[src/rtl/core/bkrd_pkg.sv]
package bkrd_pkg;

  localparam int LEN_W = 7;
  localparam int MOD_W = 8;
  localparam int KEY_W = 8;
  localparam int SK_W  = 4;
  localparam int SK_IDX_W = $clog2(SK_W);

  localparam logic [LEN_W-1:0] MIN_REPORT_LEN     = 7'd8;
  localparam logic [KEY_W-1:0] LAST_RESERVED_CODE = 8'h03;
  localparam logic [KEY_W-1:0] SOFTKEY_FIRST      = 8'h1E;
  localparam logic [KEY_W-1:0] SOFTKEY_COUNT      = 8'd4;

  // Output word width: key, modifier and flags, padded to whole bytes.
  localparam int OUT_BITS = KEY_W + MOD_W + SK_W;
  localparam int OUT_W    = ((OUT_BITS + 7) / 8) * 8;

  typedef struct packed {
    logic [KEY_W-1:0] key;
    logic             is_press;
    logic [MOD_W-1:0] modifier;
    logic [SK_W-1:0]  flags;
    logic             last;
  } event_t;

endpackage

[src/rtl/core/bkrd_front.sv]
module bkrd_front #(
  parameter int KEY_SLOTS = 6,
  localparam int EntryW = bkrd_pkg::MOD_W + 2 * KEY_SLOTS * bkrd_pkg::KEY_W + 2 * KEY_SLOTS
) (
  input  logic                                       clk_i,
  input  logic                                       rst_ni,
  input  logic                                       in_valid_i,
  output logic                                       in_ready_o,
  input  logic [bkrd_pkg::LEN_W-1:0]                 len_i,
  input  logic [bkrd_pkg::MOD_W-1:0]                 mod_i,
  input  logic [KEY_SLOTS-1:0][bkrd_pkg::KEY_W-1:0]  keys_i,
  input  logic                                       full_i,
  output logic                                       push_o,
  output logic [EntryW-1:0]                          entry_o
);
  import bkrd_pkg::*;

  logic [KEY_SLOTS-1:0][KEY_W-1:0] prev_keys_q, prev_keys_d;
  logic [KEY_SLOTS-1:0]            rel_mask, prs_mask;
  logic                            accept, long_report;

  assign in_ready_o  = !full_i;
  assign accept      = in_valid_i && in_ready_o;
  assign long_report = (len_i >= MIN_REPORT_LEN);

  // Release: old real key gone from the new report. Press: new real key not held before.
  always_comb begin
    for (int i = 0; i < KEY_SLOTS; i++) begin
      logic old_seen, new_seen;
      old_seen = 1'b0;
      new_seen = 1'b0;
      for (int j = 0; j < KEY_SLOTS; j++) begin
        if (keys_i[j] == prev_keys_q[i]) old_seen = 1'b1;
        if (prev_keys_q[j] == keys_i[i]) new_seen = 1'b1;
      end
      rel_mask[i] = (prev_keys_q[i] > LAST_RESERVED_CODE) && !old_seen;
      prs_mask[i] = (keys_i[i] > LAST_RESERVED_CODE) && !new_seen;
    end
  end

  assign prev_keys_d = (accept && long_report) ? keys_i : prev_keys_q;

  // Drop reports that cause no events; the key history still advances.
  assign push_o  = accept && long_report && (|{rel_mask, prs_mask});
  assign entry_o = {mod_i, keys_i, prev_keys_q, rel_mask, prs_mask};

  always_ff @(posedge clk_i or negedge rst_ni) begin
    if (!rst_ni) begin
      prev_keys_q <= '0;
    end else begin
      prev_keys_q <= prev_keys_d;
    end
  end

endmodule

[src/rtl/core/bkrd_queue.sv]
module bkrd_queue #(
  parameter int WIDTH = 116,
  parameter int DEPTH = 2,
  localparam int PtrW = (DEPTH > 1) ? $clog2(DEPTH) : 1,
  localparam int CntW = $clog2(DEPTH + 1)
) (
  input  logic             clk_i,
  input  logic             rst_ni,
  input  logic             push_i,
  input  logic [WIDTH-1:0] wdata_i,
  output logic             full_o,
  input  logic             pop_i,
  output logic             valid_o,
  output logic [WIDTH-1:0] rdata_o
);

  logic [DEPTH-1:0][WIDTH-1:0] slots_q;
  logic [PtrW-1:0]             wptr_q, wptr_d, rptr_q, rptr_d;
  logic [CntW-1:0]             cnt_q, cnt_d;
  logic                        do_push, do_pop;

  assign full_o  = (cnt_q == CntW'(DEPTH));
  assign valid_o = (cnt_q != '0);
  assign rdata_o = slots_q[rptr_q];

  assign do_push = push_i && !full_o;
  assign do_pop  = pop_i && valid_o;

  always_comb begin
    wptr_d = wptr_q;
    rptr_d = rptr_q;
    cnt_d  = cnt_q;
    if (do_push) wptr_d = (wptr_q == PtrW'(DEPTH - 1)) ? '0 : wptr_q + PtrW'(1);
    if (do_pop)  rptr_d = (rptr_q == PtrW'(DEPTH - 1)) ? '0 : rptr_q + PtrW'(1);
    if (do_push && !do_pop) cnt_d = cnt_q + CntW'(1);
    else if (!do_push && do_pop) cnt_d = cnt_q - CntW'(1);
  end

  always_ff @(posedge clk_i or negedge rst_ni) begin
    if (!rst_ni) begin
      wptr_q <= '0;
      rptr_q <= '0;
      cnt_q  <= '0;
    end else begin
      wptr_q <= wptr_d;
      rptr_q <= rptr_d;
      cnt_q  <= cnt_d;
    end
  end

  always_ff @(posedge clk_i) begin
    if (do_push) slots_q[wptr_q] <= wdata_i;
  end

endmodule

[src/rtl/core/bkrd_back.sv]
module bkrd_back #(
  parameter int KEY_SLOTS = 6,
  localparam int EntryW = bkrd_pkg::MOD_W + 2 * KEY_SLOTS * bkrd_pkg::KEY_W + 2 * KEY_SLOTS,
  localparam int SlotW = (KEY_SLOTS > 1) ? $clog2(KEY_SLOTS) : 1
) (
  input  logic              clk_i,
  input  logic              rst_ni,
  input  logic              q_valid_i,
  output logic              q_pop_o,
  input  logic [EntryW-1:0] entry_i,
  output logic              evt_valid_o,
  input  logic              evt_ready_i,
  output bkrd_pkg::event_t  evt_o
);
  import bkrd_pkg::*;

  logic [MOD_W-1:0]                e_mod;
  logic [KEY_SLOTS-1:0][KEY_W-1:0] e_now, e_prev;
  logic [KEY_SLOTS-1:0]            e_rel, e_prs;

  logic [MOD_W-1:0]                mod_q, mod_d;
  logic [KEY_SLOTS-1:0][KEY_W-1:0] now_q, now_d, prev_q, prev_d;
  logic [KEY_SLOTS-1:0]            rel_q, rel_d, prs_q, prs_d;
  logic [KEY_SLOTS-1:0]            rel_left, prs_left;
  logic [SK_W-1:0]                 flags_q, flags_d, flags_nxt;
  logic                            out_valid_q, out_valid_d;
  event_t                          out_q, out_d;

  logic             pending, fire, sel_press, sk_hit;
  logic [SlotW-1:0] sel_slot;
  logic [KEY_W-1:0] sel_key, sk_off;

  assign {e_mod, e_now, e_prev, e_rel, e_prs} = entry_i;

  assign pending = |{rel_q, prs_q};
  assign q_pop_o = !pending && q_valid_i;
  assign fire    = pending && (!out_valid_q || evt_ready_i);

  // Lowest pending candidate wins; within a slot the release goes first.
  always_comb begin
    sel_slot  = '0;
    sel_press = 1'b0;
    for (int i = KEY_SLOTS - 1; i >= 0; i--) begin
      if (prs_q[i]) begin
        sel_slot  = SlotW'(i);
        sel_press = 1'b1;
      end
      if (rel_q[i]) begin
        sel_slot  = SlotW'(i);
        sel_press = 1'b0;
      end
    end
  end

  assign sel_key = sel_press ? now_q[sel_slot] : prev_q[sel_slot];
  assign sk_off  = sel_key - SOFTKEY_FIRST;
  assign sk_hit  = (sel_key >= SOFTKEY_FIRST) && (sk_off < SOFTKEY_COUNT);

  always_comb begin
    flags_nxt = flags_q;
    if (sk_hit) flags_nxt[sk_off[SK_IDX_W-1:0]] = sel_press;
  end

  always_comb begin
    rel_left = rel_q;
    prs_left = prs_q;
    if (sel_press) prs_left[sel_slot] = 1'b0;
    else           rel_left[sel_slot] = 1'b0;
  end

  always_comb begin
    mod_d       = mod_q;
    now_d       = now_q;
    prev_d      = prev_q;
    rel_d       = rel_q;
    prs_d       = prs_q;
    flags_d     = flags_q;
    out_valid_d = out_valid_q;
    out_d       = out_q;
    if (evt_ready_i) out_valid_d = 1'b0;
    if (q_pop_o) begin
      mod_d  = e_mod;
      now_d  = e_now;
      prev_d = e_prev;
      rel_d  = e_rel;
      prs_d  = e_prs;
    end else if (fire) begin
      rel_d          = rel_left;
      prs_d          = prs_left;
      flags_d        = flags_nxt;
      out_valid_d    = 1'b1;
      out_d.key      = sel_key;
      out_d.is_press = sel_press;
      out_d.modifier = sel_press ? mod_q : '0;
      out_d.flags    = flags_nxt;
      out_d.last     = !(|{rel_left, prs_left});
    end
  end

  always_ff @(posedge clk_i or negedge rst_ni) begin
    if (!rst_ni) begin
      rel_q       <= '0;
      prs_q       <= '0;
      flags_q     <= '0;
      out_valid_q <= 1'b0;
    end else begin
      rel_q       <= rel_d;
      prs_q       <= prs_d;
      flags_q     <= flags_d;
      out_valid_q <= out_valid_d;
    end
  end

  always_ff @(posedge clk_i) begin
    mod_q  <= mod_d;
    now_q  <= now_d;
    prev_q <= prev_d;
    out_q  <= out_d;
  end

  assign evt_valid_o = out_valid_q;
  assign evt_o       = out_q;

endmodule

[src/rtl/core/boot_keyboard_report_differ.sv]
// Channel   Dir  Words                Fields (tdata / tuser / tlast)
// s_axis    in   one report           length, modifier, key slots / - / -
// m_axis    out  one key event        key, modifier, softkey flags / is_press / last
//
// Reports are accepted one per cycle while the two-entry queue has room; short
// reports and reports without key changes are absorbed at once.
// The event unit loads a report only when no events of the previous report are pending, then
// emits one event per cycle while m_axis is not stalled; a report yields at most 2*KEY_SLOTS events.
// m_axis stalls hold the event register and back up into the queue.
// Reset clears key history, softkey flags and all valid state.
module boot_keyboard_report_differ #(
  parameter int KEY_SLOTS = 6,
  localparam int InBits = bkrd_pkg::LEN_W + bkrd_pkg::MOD_W + KEY_SLOTS * bkrd_pkg::KEY_W,
  localparam int InW = ((InBits + 7) / 8) * 8
) (
  input  logic                       clk_i,
  input  logic                       rst_ni,
  input  logic                       s_axis_tvalid,
  output logic                       s_axis_tready,
  // report_length, modifier_bits, key_slot_0 .. key_slot_N-1, zero pad
  input  logic [InW-1:0]             s_axis_tdata,
  output logic                       m_axis_tvalid,
  input  logic                       m_axis_tready,
  // event_key, event_modifier, softkey_flags, zero pad
  output logic [bkrd_pkg::OUT_W-1:0] m_axis_tdata,
  // is_press
  output logic [0:0]                 m_axis_tuser,
  output logic                       m_axis_tlast
);
  import bkrd_pkg::*;

  localparam int EntryW = MOD_W + 2 * KEY_SLOTS * KEY_W + 2 * KEY_SLOTS;

  logic [LEN_W-1:0]                in_len;
  logic [MOD_W-1:0]                in_mod;
  logic [KEY_SLOTS-1:0][KEY_W-1:0] in_keys;
  logic                            q_push, q_full, q_pop, q_valid;
  logic [EntryW-1:0]               q_wdata, q_rdata;
  event_t                          evt;

  assign in_len  = s_axis_tdata[LEN_W-1:0];
  assign in_mod  = s_axis_tdata[LEN_W +: MOD_W];
  assign in_keys = s_axis_tdata[LEN_W + MOD_W +: KEY_SLOTS * KEY_W];

  bkrd_front #(.KEY_SLOTS(KEY_SLOTS)) u_front (
    .clk_i      (clk_i),
    .rst_ni     (rst_ni),
    .in_valid_i (s_axis_tvalid),
    .in_ready_o (s_axis_tready),
    .len_i      (in_len),
    .mod_i      (in_mod),
    .keys_i     (in_keys),
    .full_i     (q_full),
    .push_o     (q_push),
    .entry_o    (q_wdata)
  );

  bkrd_queue #(.WIDTH(EntryW), .DEPTH(2)) u_queue (
    .clk_i   (clk_i),
    .rst_ni  (rst_ni),
    .push_i  (q_push),
    .wdata_i (q_wdata),
    .full_o  (q_full),
    .pop_i   (q_pop),
    .valid_o (q_valid),
    .rdata_o (q_rdata)
  );

  bkrd_back #(.KEY_SLOTS(KEY_SLOTS)) u_back (
    .clk_i       (clk_i),
    .rst_ni      (rst_ni),
    .q_valid_i   (q_valid),
    .q_pop_o     (q_pop),
    .entry_i     (q_rdata),
    .evt_valid_o (m_axis_tvalid),
    .evt_ready_i (m_axis_tready),
    .evt_o       (evt)
  );

  assign m_axis_tdata = OUT_W'({evt.flags, evt.modifier, evt.key});
  assign m_axis_tuser = evt.is_press;
  assign m_axis_tlast = evt.last;

endmodule

[config.mk]
export PLATFORM = sky130hd
export DESIGN_NAME = boot_keyboard_report_differ
export DESIGN_NICKNAME = d
export VERILOG_FILES = /design/src/rtl/core/bkrd_pkg.sv /design/src/rtl/core/bkrd_front.sv /design/src/rtl/core/bkrd_queue.sv /design/src/rtl/core/bkrd_back.sv /design/src/rtl/core/boot_keyboard_report_differ.sv
export SDC_FILE = /design/constraint.sdc
export NUM_CORES = 1
export LEC_CHECK = 0
export BUFFER_PORTS_ARGS = -buffer_cell sky130_fd_sc_hd__buf_4
export CAP_MARGIN = 20
export CORE_MARGIN = 5
export CORE_UTILIZATION = 53
export CTS_CLUSTER_DIAMETER = 100
export DETAILED_ROUTE_END_ITERATION = 6
export GPL_ROUTABILITY_DRIVEN = 0
export PLACE_DENSITY = 0.77
export SLEW_MARGIN = 20
export SYNTH_ARGS = -nofsm -noshare
export SYNTH_HDL_FRONTEND = slang
export SYNTH_SLANG_ARGS = --single-unit
[constraint.sdc]
create_clock -name clk_i -period 8.2 [get_ports clk_i]
set_input_delay 2.46 -clock clk_i [delete_from_list [all_inputs] [get_ports clk_i]]
set_output_delay 2.46 -clock clk_i [all_outputs]
set_load 0.05 [all_outputs]
==> impl_results.md, run 1 <==
- Status: finished, final reports clean
- Setup TNS: 0 ns
- Commonest non-fill, non-tap cell in the layout: edfxtp_1
- Ant diodes: 0
- Worst r2r src: u_back.rel_q[4]
- Max-cap violations: 0
- Worst path buffer plus inverter count: 3
- DP Wirelength: 33200 um
- Worst hold margin: 0.512 ns
- Internal power: 5.56 mW
- Power density over cell area: 408 nW/um2
- Clock share of power: 20.8%
- Die H: 204 um
- Hold Path Origin: u_back.mod_q[2]
- Syn. warnings: 0
- Initial DRC count: 1390
- Final period util: 69.6%
- GRT Total Usage: 24.5%
- Critical path type: in2reg
- # hold bufs at CTS: 0
- Async set or reset register ratio after synthesis: 16.2%
- DRC Markers: 0
- Register area share after synthesis: 62.4%
- Vias in the first global route: 12.3k
- R2R Path End: u_back.evt_o[3]
- CTS tree: done
- Total net switching power: 3.51 mW
- Crit end category: flip-flop
- Grt total ovfl: 0
- Antenna Nets Post-Route: 0
- Comb pwr share: 36.8%
- Hold Path Stages: 1
- Tot Pwr: 9.07 mW
- CTS root buf: clkbuf_16
- Max-slew violations: 0
- Syn Inst Count: 1442
- Total CTS buffers: 41
- Top delay family on crit path: simple AND/OR/NAND/NOR gates
- Crit-path cells: buf_4 > xnor2_1 > nand4_1 > nor2_1 > nor4_1 > nor4b_1 > nor4_1 > a31o_2 > inv_1 > and2_4 > buf_12
- First-pass GRT wire length: 77000 um
- Leakage Power: 7.57 nW
- Clock buffer depth: 3
- Clk Latency, worst-skew pair: 0.55 ns
- Number of synthesized flops with an enable pin: 358
- Critical path required time: 8.40 ns
- Final Hold Fails: 0
- Number of antenna violations at the first check in global routing: 1
- PortBufs: 87
- Hold EP: u_back.evt_o[7]
- Clk slew on worst S/H paths: 0.06 ns
- Post-DR wirelength/cell: 25.9 um
- Slew @ Worst Pin: 1.11 ns
- # IOs: 96
- Starting density of the core: 53.4%
- Sequential Power Share: 42.5%
- TritonRoute pass-1 iters: 5
- PostCTS Resize Cnt: 0
- Share of cells above drive strength 1: 22.8%
- Worst Skew: 0.0165 ns
- Setup bufs post-CTS: 0
- Cell row count: 71
- CP max-delay cell: nor4b_1
- Die area: 41700 um2
- Final WL: 51600 um
- Via count: 12.3k
- Crit-path most repeated cell: nor4_1
- Die X: 204 um
- Layout area overhead: 11.2%
- #FFs+latches synth: 427
- Highest clock rate: 0.175 GHz
- Crit-path max cell delay: 0.80 ns
- Post-Synthesis Cell Area: 20000 um2
- Distinct cells, synth: 68
- Sink Count: 427
- Largest net degree at the start of global routing: 71
- Final setup fails: 0
- CTS H-tree depth: 2
- Largest fanout on the critical path: 62
- Nets: 1521
- Max VDD drop: 0.195 mV
- Sw frac: 38.7%
- Max transition margin: 25.1%
- Vias per cell: 6.18
- R2R cell count: 13
- Fin crit period: 5.71 ns
- Top_reg_cell synth: edfxtp_1
- CP Launch Type: input pin
- Min-delay worst type: reg2reg
- RSZ-0062 raised after global routing: false
- Core region area: 37500 um2
- Arrival time at the worst endpoint: 5.91 ns
- Most frequent cells in the layout: edfxtp_1, mux2_2, xnor2_1
- Syn_area_per_cell: 13.9 um2
- Flop-to-flop setup slack: 3.46 ns
[flip-flops by register name, indices dropped and copies added (netlist names), 2 cells and up]
register,cells
u_queue.slots_q,232
u_back.now_q,48
u_back.prev_q,48
u_front.entry_o,48
u_back.evt_o,22
u_back.mod_q,8
u_back.prs_q,6
u_back.rel_q,6
u_back.flags_q,4
u_queue.cnt_q,2
[worst max-delay path by stage]
stage | from | end | slack (ns) | cells after the start
after global placement | s_axis_tdata[36] | u_queue.slots_q[129] | 2.11 | 11
after detailed placement | s_axis_tdata[41] | u_queue.slots_q[129] | 2.02 | 11
after floorplan | s_axis_tdata[44] | u_queue.slots_q[0] | 0.77 | 9
after CTS | s_axis_tdata[41] | u_queue.slots_q[129] | 2.58 | 11
final | s_axis_tdata[44] | u_queue.slots_q[129] | 2.49 | 11
after global routing | s_axis_tdata[44] | u_queue.slots_q[140] | 2.38 | 11
[kinds of logic after synthesis]
family                   count (synthesis)  share of synthesized area [%]
adder cells (fa/ha/maj)                  2                          0.125
flip-flops                             427                           62.4
AO/OA/AOI/OAI                          128                           4.34
other                                    1                         0.0187
buffers and inverters                  142                           2.85
XOR/XNOR                               293                           12.8
multiplexers                           186                           10.3
AND/OR/NAND/NOR                        263                           7.16
[through the flow]
stage               instance area [um2]  cells  setup slack, ns  utilization [%]
floorplan                         20000   1445            0.766                -
global placement                  20900   1919             2.11             55.7
detailed placement                20900   1919             2.02             55.7
CTS                               22200   1994             2.58             59.3
global route                      22200   1994             2.38             59.3
finish                            22200   1994             2.49             59.3
[power groups by stage]
| stage | logic, mW | clock network, mW | registers (mW) |
|---|---|---|---|
| floorplan | 2.62 | 0 | 3.54 |
| global route | 3.56 | 2.00 | 3.89 |
| CTS | 3.32 | 1.91 | 3.82 |
| global placement | 3.21 | 0 | 3.83 |
| detailed placement | 3.30 | 0 | 3.86 |
| finish | 3.33 | 1.88 | 3.85 |
[layer usage]
| metal | up-vias | share of wire [%] | track usage (%) |
|---|---|---|---|
| met5 | - | 0 | 0 |
| met4 | 0 | 4.6 | 11.1 |
| met3 | 166 | 9.3 | 3.84 |
| met2 | 745 | 47 | 39.4 |
| met1 | 6108 | 39 | 33.2 |
| li1 | 5301 | - | - |
[Yosys cell counts (7+ instances only)]
master       n  area [um2]
dfrtp_1     69        1730
nor4_1      59         369
xnor2_1    147        1290
mux2i_1     26         260
a21oi_1     23         115
nor2_1      45         169
nand4_1     47         294
clkbuf_1    95         357
nand3_1     10        50.1
a22oi_1      8        60.1
o21ai_0     38         190
nand2_1     59         221
a2bb2oi_1    8        70.1
or4_1        7        52.6
xor2_1     146        1280
mux2_2     157        1770
buf_1       27         101
edfxtp_1   358       10800
inv_1        7        26.3
and2_1      10        62.6
[area by class of cell]
| type | instances | area (um2) |
|---|---|---|
| clock buffers | 59 | 1190 |
| clock inverters | 16 | 156 |
| fillers | 2824 | 15200 |
| inverters | 8 | 32.5 |
| multi-input cells | 876 | 6980 |
| flip-flops and latches | 427 | 12500 |
| well taps | 511 | 639 |
| repair buffers | 97 | 753 |
Note: power is estimated with default switching activity, not from simulation.
==> run 2: changes to the inputs <==
--- a/config.mk
+++ b/config.mk
@@ -5,6 +5,7 @@
 export SDC_FILE = /design/constraint.sdc
 export NUM_CORES = 1
 export LEC_CHECK = 0
+export ABC_AREA = 1
 export BUFFER_PORTS_ARGS = -buffer_cell sky130_fd_sc_hd__buf_4
 export CAP_MARGIN = 20
 export CORE_MARGIN = 5
==> constraint.sdc (replaced) <==
create_clock -name clk_i -period 5.76 [get_ports clk_i]
set_input_delay 1.728 -clock clk_i [delete_from_list [all_inputs] [get_ports clk_i]]
set_output_delay 1.728 -clock clk_i [all_outputs]
set_load 0.05 [all_outputs]
==> run 2 against run 1 <==
First-iteration DRC count grew 56%; power rose by 54%; setup slack got worse by 0.92 ns; die area rose by 3.8%; register-to-register slack worse by 1.6 ns; via count increased by 25%; sequential share of layout area decreased by 2.0 points; area after synthesis is 4.0% higher; worst hold slack worse by 0.034 ns; clock skew grew 0.0046 ns; final cell count is 34% higher; largest power group is now combinational logic.
==> impl_results.md, run 2 <==
- Xor/xnor share of the synthesized area: 9.64%
- Leading area contributor after synthesis: edfxtp_1
- Clock share of power: 19.8%
- Die X: 208 um
- Final Hold Fails: 0
- Multiplexer share of the synthesized area: 0%
- Critical path type: in2reg
- Leakage Power: 9.55 nW
- Max-cap violations: 0
- Vias in the first global route: 15.1k
- Sw frac: 43.4%
- DP Wirelength: 37900 um
- Share of cells above drive strength 1: 10.4%
- Main combinational cell family by area after synthesis: simple AND/OR/NAND/NOR gates
- Cell row count: 72
- Internal power: 7.89 mW
- Number of antenna violations at the first check in global routing: 0
- Max VDD drop: 0.381 mV
- Worst Skew: 0.0211 ns
- Max-slew violations: 0
- Post-synthesis simple-gate area fraction: 21.7%
- Setup TNS: 0 ns
- Power density over cell area: 604 nW/um2
- Async set or reset register ratio after synthesis: 16.2%
- Synth Area in Adders: 0.120%
- Layout area overhead: 10.8%
- Fillers: 3013
- CTS tree: done
- PostCTS Resize Cnt: 0
- Synth area leaders: edfxtp_1, nand2_1, dfrtp_1
- Final core occ: 59.5%
- Number of synthesized flops with an enable pin: 358
- Final setup fails: 0
- Comb pwr share: 40.3%
- Clk Latency, worst-skew pair: 0.56 ns
- First-pass GRT wire length: 88500 um
- TritonRoute pass-1 iters: 6
- Commonest non-fill, non-tap cell in the layout: nand2_1
- PortBufs: 87
- Die area: 43300 um2
- Initial DRC count: 2166
- GRT Total Usage: 26.6%
- Non-Filler Instances: 2669
- Syn. warnings: 0
- Crit-path most repeated cell: nand2_1
- RSZ-0062 raised after global routing: false
- Tot Pwr: 13.9 mW
- Die H: 208 um
- CTS root buf: clkbuf_16
- Commonest cells in the netlist: nand2_1, edfxtp_1, inv_1
- Clock buffer depth: 3
- Crit-path cells: buf_4 > or2_2 > a21oi_1 > nand4_1 > nand2_1 > nor3_1 > nand2_1 > nand2_1 > nor2_1 > nand3_1 > nand2_1 > inv_1 > ha_1 > a21oi_1 > o21ai_0 > xor2_1
- Synth Area in Compound Gates: 2.78%
- Antenna Nets Post-Route: 0
- DRC Markers: 0
- Post-route cell area: 23100 um2
- #FFs+latches synth: 427
- Synth top area share: 51.7%
- Number of cells after detailed placement: 2591
- Setup WS pre-CTS: 1.16 ns
- Distinct cells, synth: 41
- Slew @ Worst Pin: 1.05 ns
- Arrival time at the worst endpoint: 4.60 ns
- CP max-delay cell: a21oi_1
- Count leader, synth: nand2_1
- Post-Synthesis Cell Area: 20800 um2
- Sink Count: 427
- Setup bufs post-CTS: 0
- Final worst slack: 1.57 ns
- Largest reg by FF count: u_queue.slots_q
- CP Launch Type: input pin
- # hold bufs at CTS: 0
- Register area share after synthesis: 60.0%
- Min-delay worst type: reg2reg
- Highest clock rate: 0.239 GHz
- Ant diodes: 0
- Crit-path max cell delay: 0.37 ns
- Final WL: 58600 um
- Crit end category: flip-flop
- Post-DR wirelength/cell: 22.0 um
- Max reg flops: 232
- Placed cell area: 21700 um2
- Worst path buffer plus inverter count: 2
- Starting density of the core: 53.7%
- Grt total ovfl: 0
- Final period util: 72.7%
- Total net switching power: 6.05 mW
- Via count: 15.4k
- Top_reg_cell synth: edfxtp_1
- Vias per cell: 5.78
- Largest fanout on the critical path: 13
- Largest net degree at the start of global routing: 118
- # IOs: 96
- Syn_area_per_cell: 9.80 um2
- Syn Inst Count: 2123
- Clk slew on worst S/H paths: 0.06 ns
- Status: finished, final reports clean
- Nets: 2188
- Critical path required time: 6.18 ns
- Worst hold margin: 0.478 ns
- CTS H-tree depth: 2
- Max transition margin: 30.0%
- Core region area: 38700 um2
- Most frequent cells in the layout: nand2_1, edfxtp_1, inv_1
- Total CTS buffers: 42
- Fin crit period: 4.19 ns
- Sequential Power Share: 40.0%
- Top delay family on crit path: simple AND/OR/NAND/NOR gates
run 2: routing by layer:
metal / part of all wire (%) / GRT usage [%] / vias up
met2: 45 / 40.8 / 1018
met3: 12 / 6.72 / 259
met4: 7.7 / 17.1 / 0
met5: 0 / 0 / -
met1: 35 / 33.8 / 7244
li1: - / - / 6896
run 2: cell type report:
| class | instances | area, um2 | share of cell area [%] |
|---|---|---|---|
| Multi-Input combinational cell | 1390 | 7150 | 31.0 |
| Clock buffer | 51 | 1140 | 4.93 |
| Clock inverter | 26 | 243 | 1.05 |
| Tap cell | 518 | 648 | 2.81 |
| Timing Repair Buffer | 100 | 808 | 3.50 |
| Inverter | 157 | 594 | 2.58 |
| Sequential cell | 427 | 12500 | 54.1 |
run 2: cell families (layout without fill, tap and decap cells):
kind of cell / Yosys count / after routing
and+or+nand+nor: 1051 / 1051
DFF: 427 / 427
buffers and inverters: 309 / 334
xor gates and xnor gates: 229 / 229
AOI/OAI and AO/OA: 104 / 104
adders and majority gates: 2 / 2
other: 1 / 4
run 2: power by group through the flow:
stage	logic [mW]	registers [mW]	clock network, mW
after detailed placement	5.51	5.58	0
after floorplan	4.14	5.23	0
after CTS	5.55	5.52	2.77
after global placement	5.34	5.52	0
final	5.62	5.57	2.75
after global routing	6.14	5.63	2.91
run 2: final timing paths:
path                                  startpoint                   to  slack, ns  cells after the start
worst max-delay path            s_axis_tdata[16]     u_queue.cnt_q[1]       1.57                     16
worst min-delay path              u_queue.wptr_q       u_queue.wptr_q       0.48                      2
worst max register to register   u_back.prs_q[4]      u_back.evt_o[1]       1.88                     17
worst min register to register    u_queue.wptr_q       u_queue.wptr_q       0.48                      2
max in group asynchronous                 rst_ni  u_front.entry_o[55]       4.05                      2
min in group asynchronous                 rst_ni       u_queue.rptr_q       1.11                      1
run 2: tightest hold or removal path: stages, from the launching register on:
cell     delay, ns
dfrtp_1       0.34
nand2_1       0.05
nand2_1       0.05
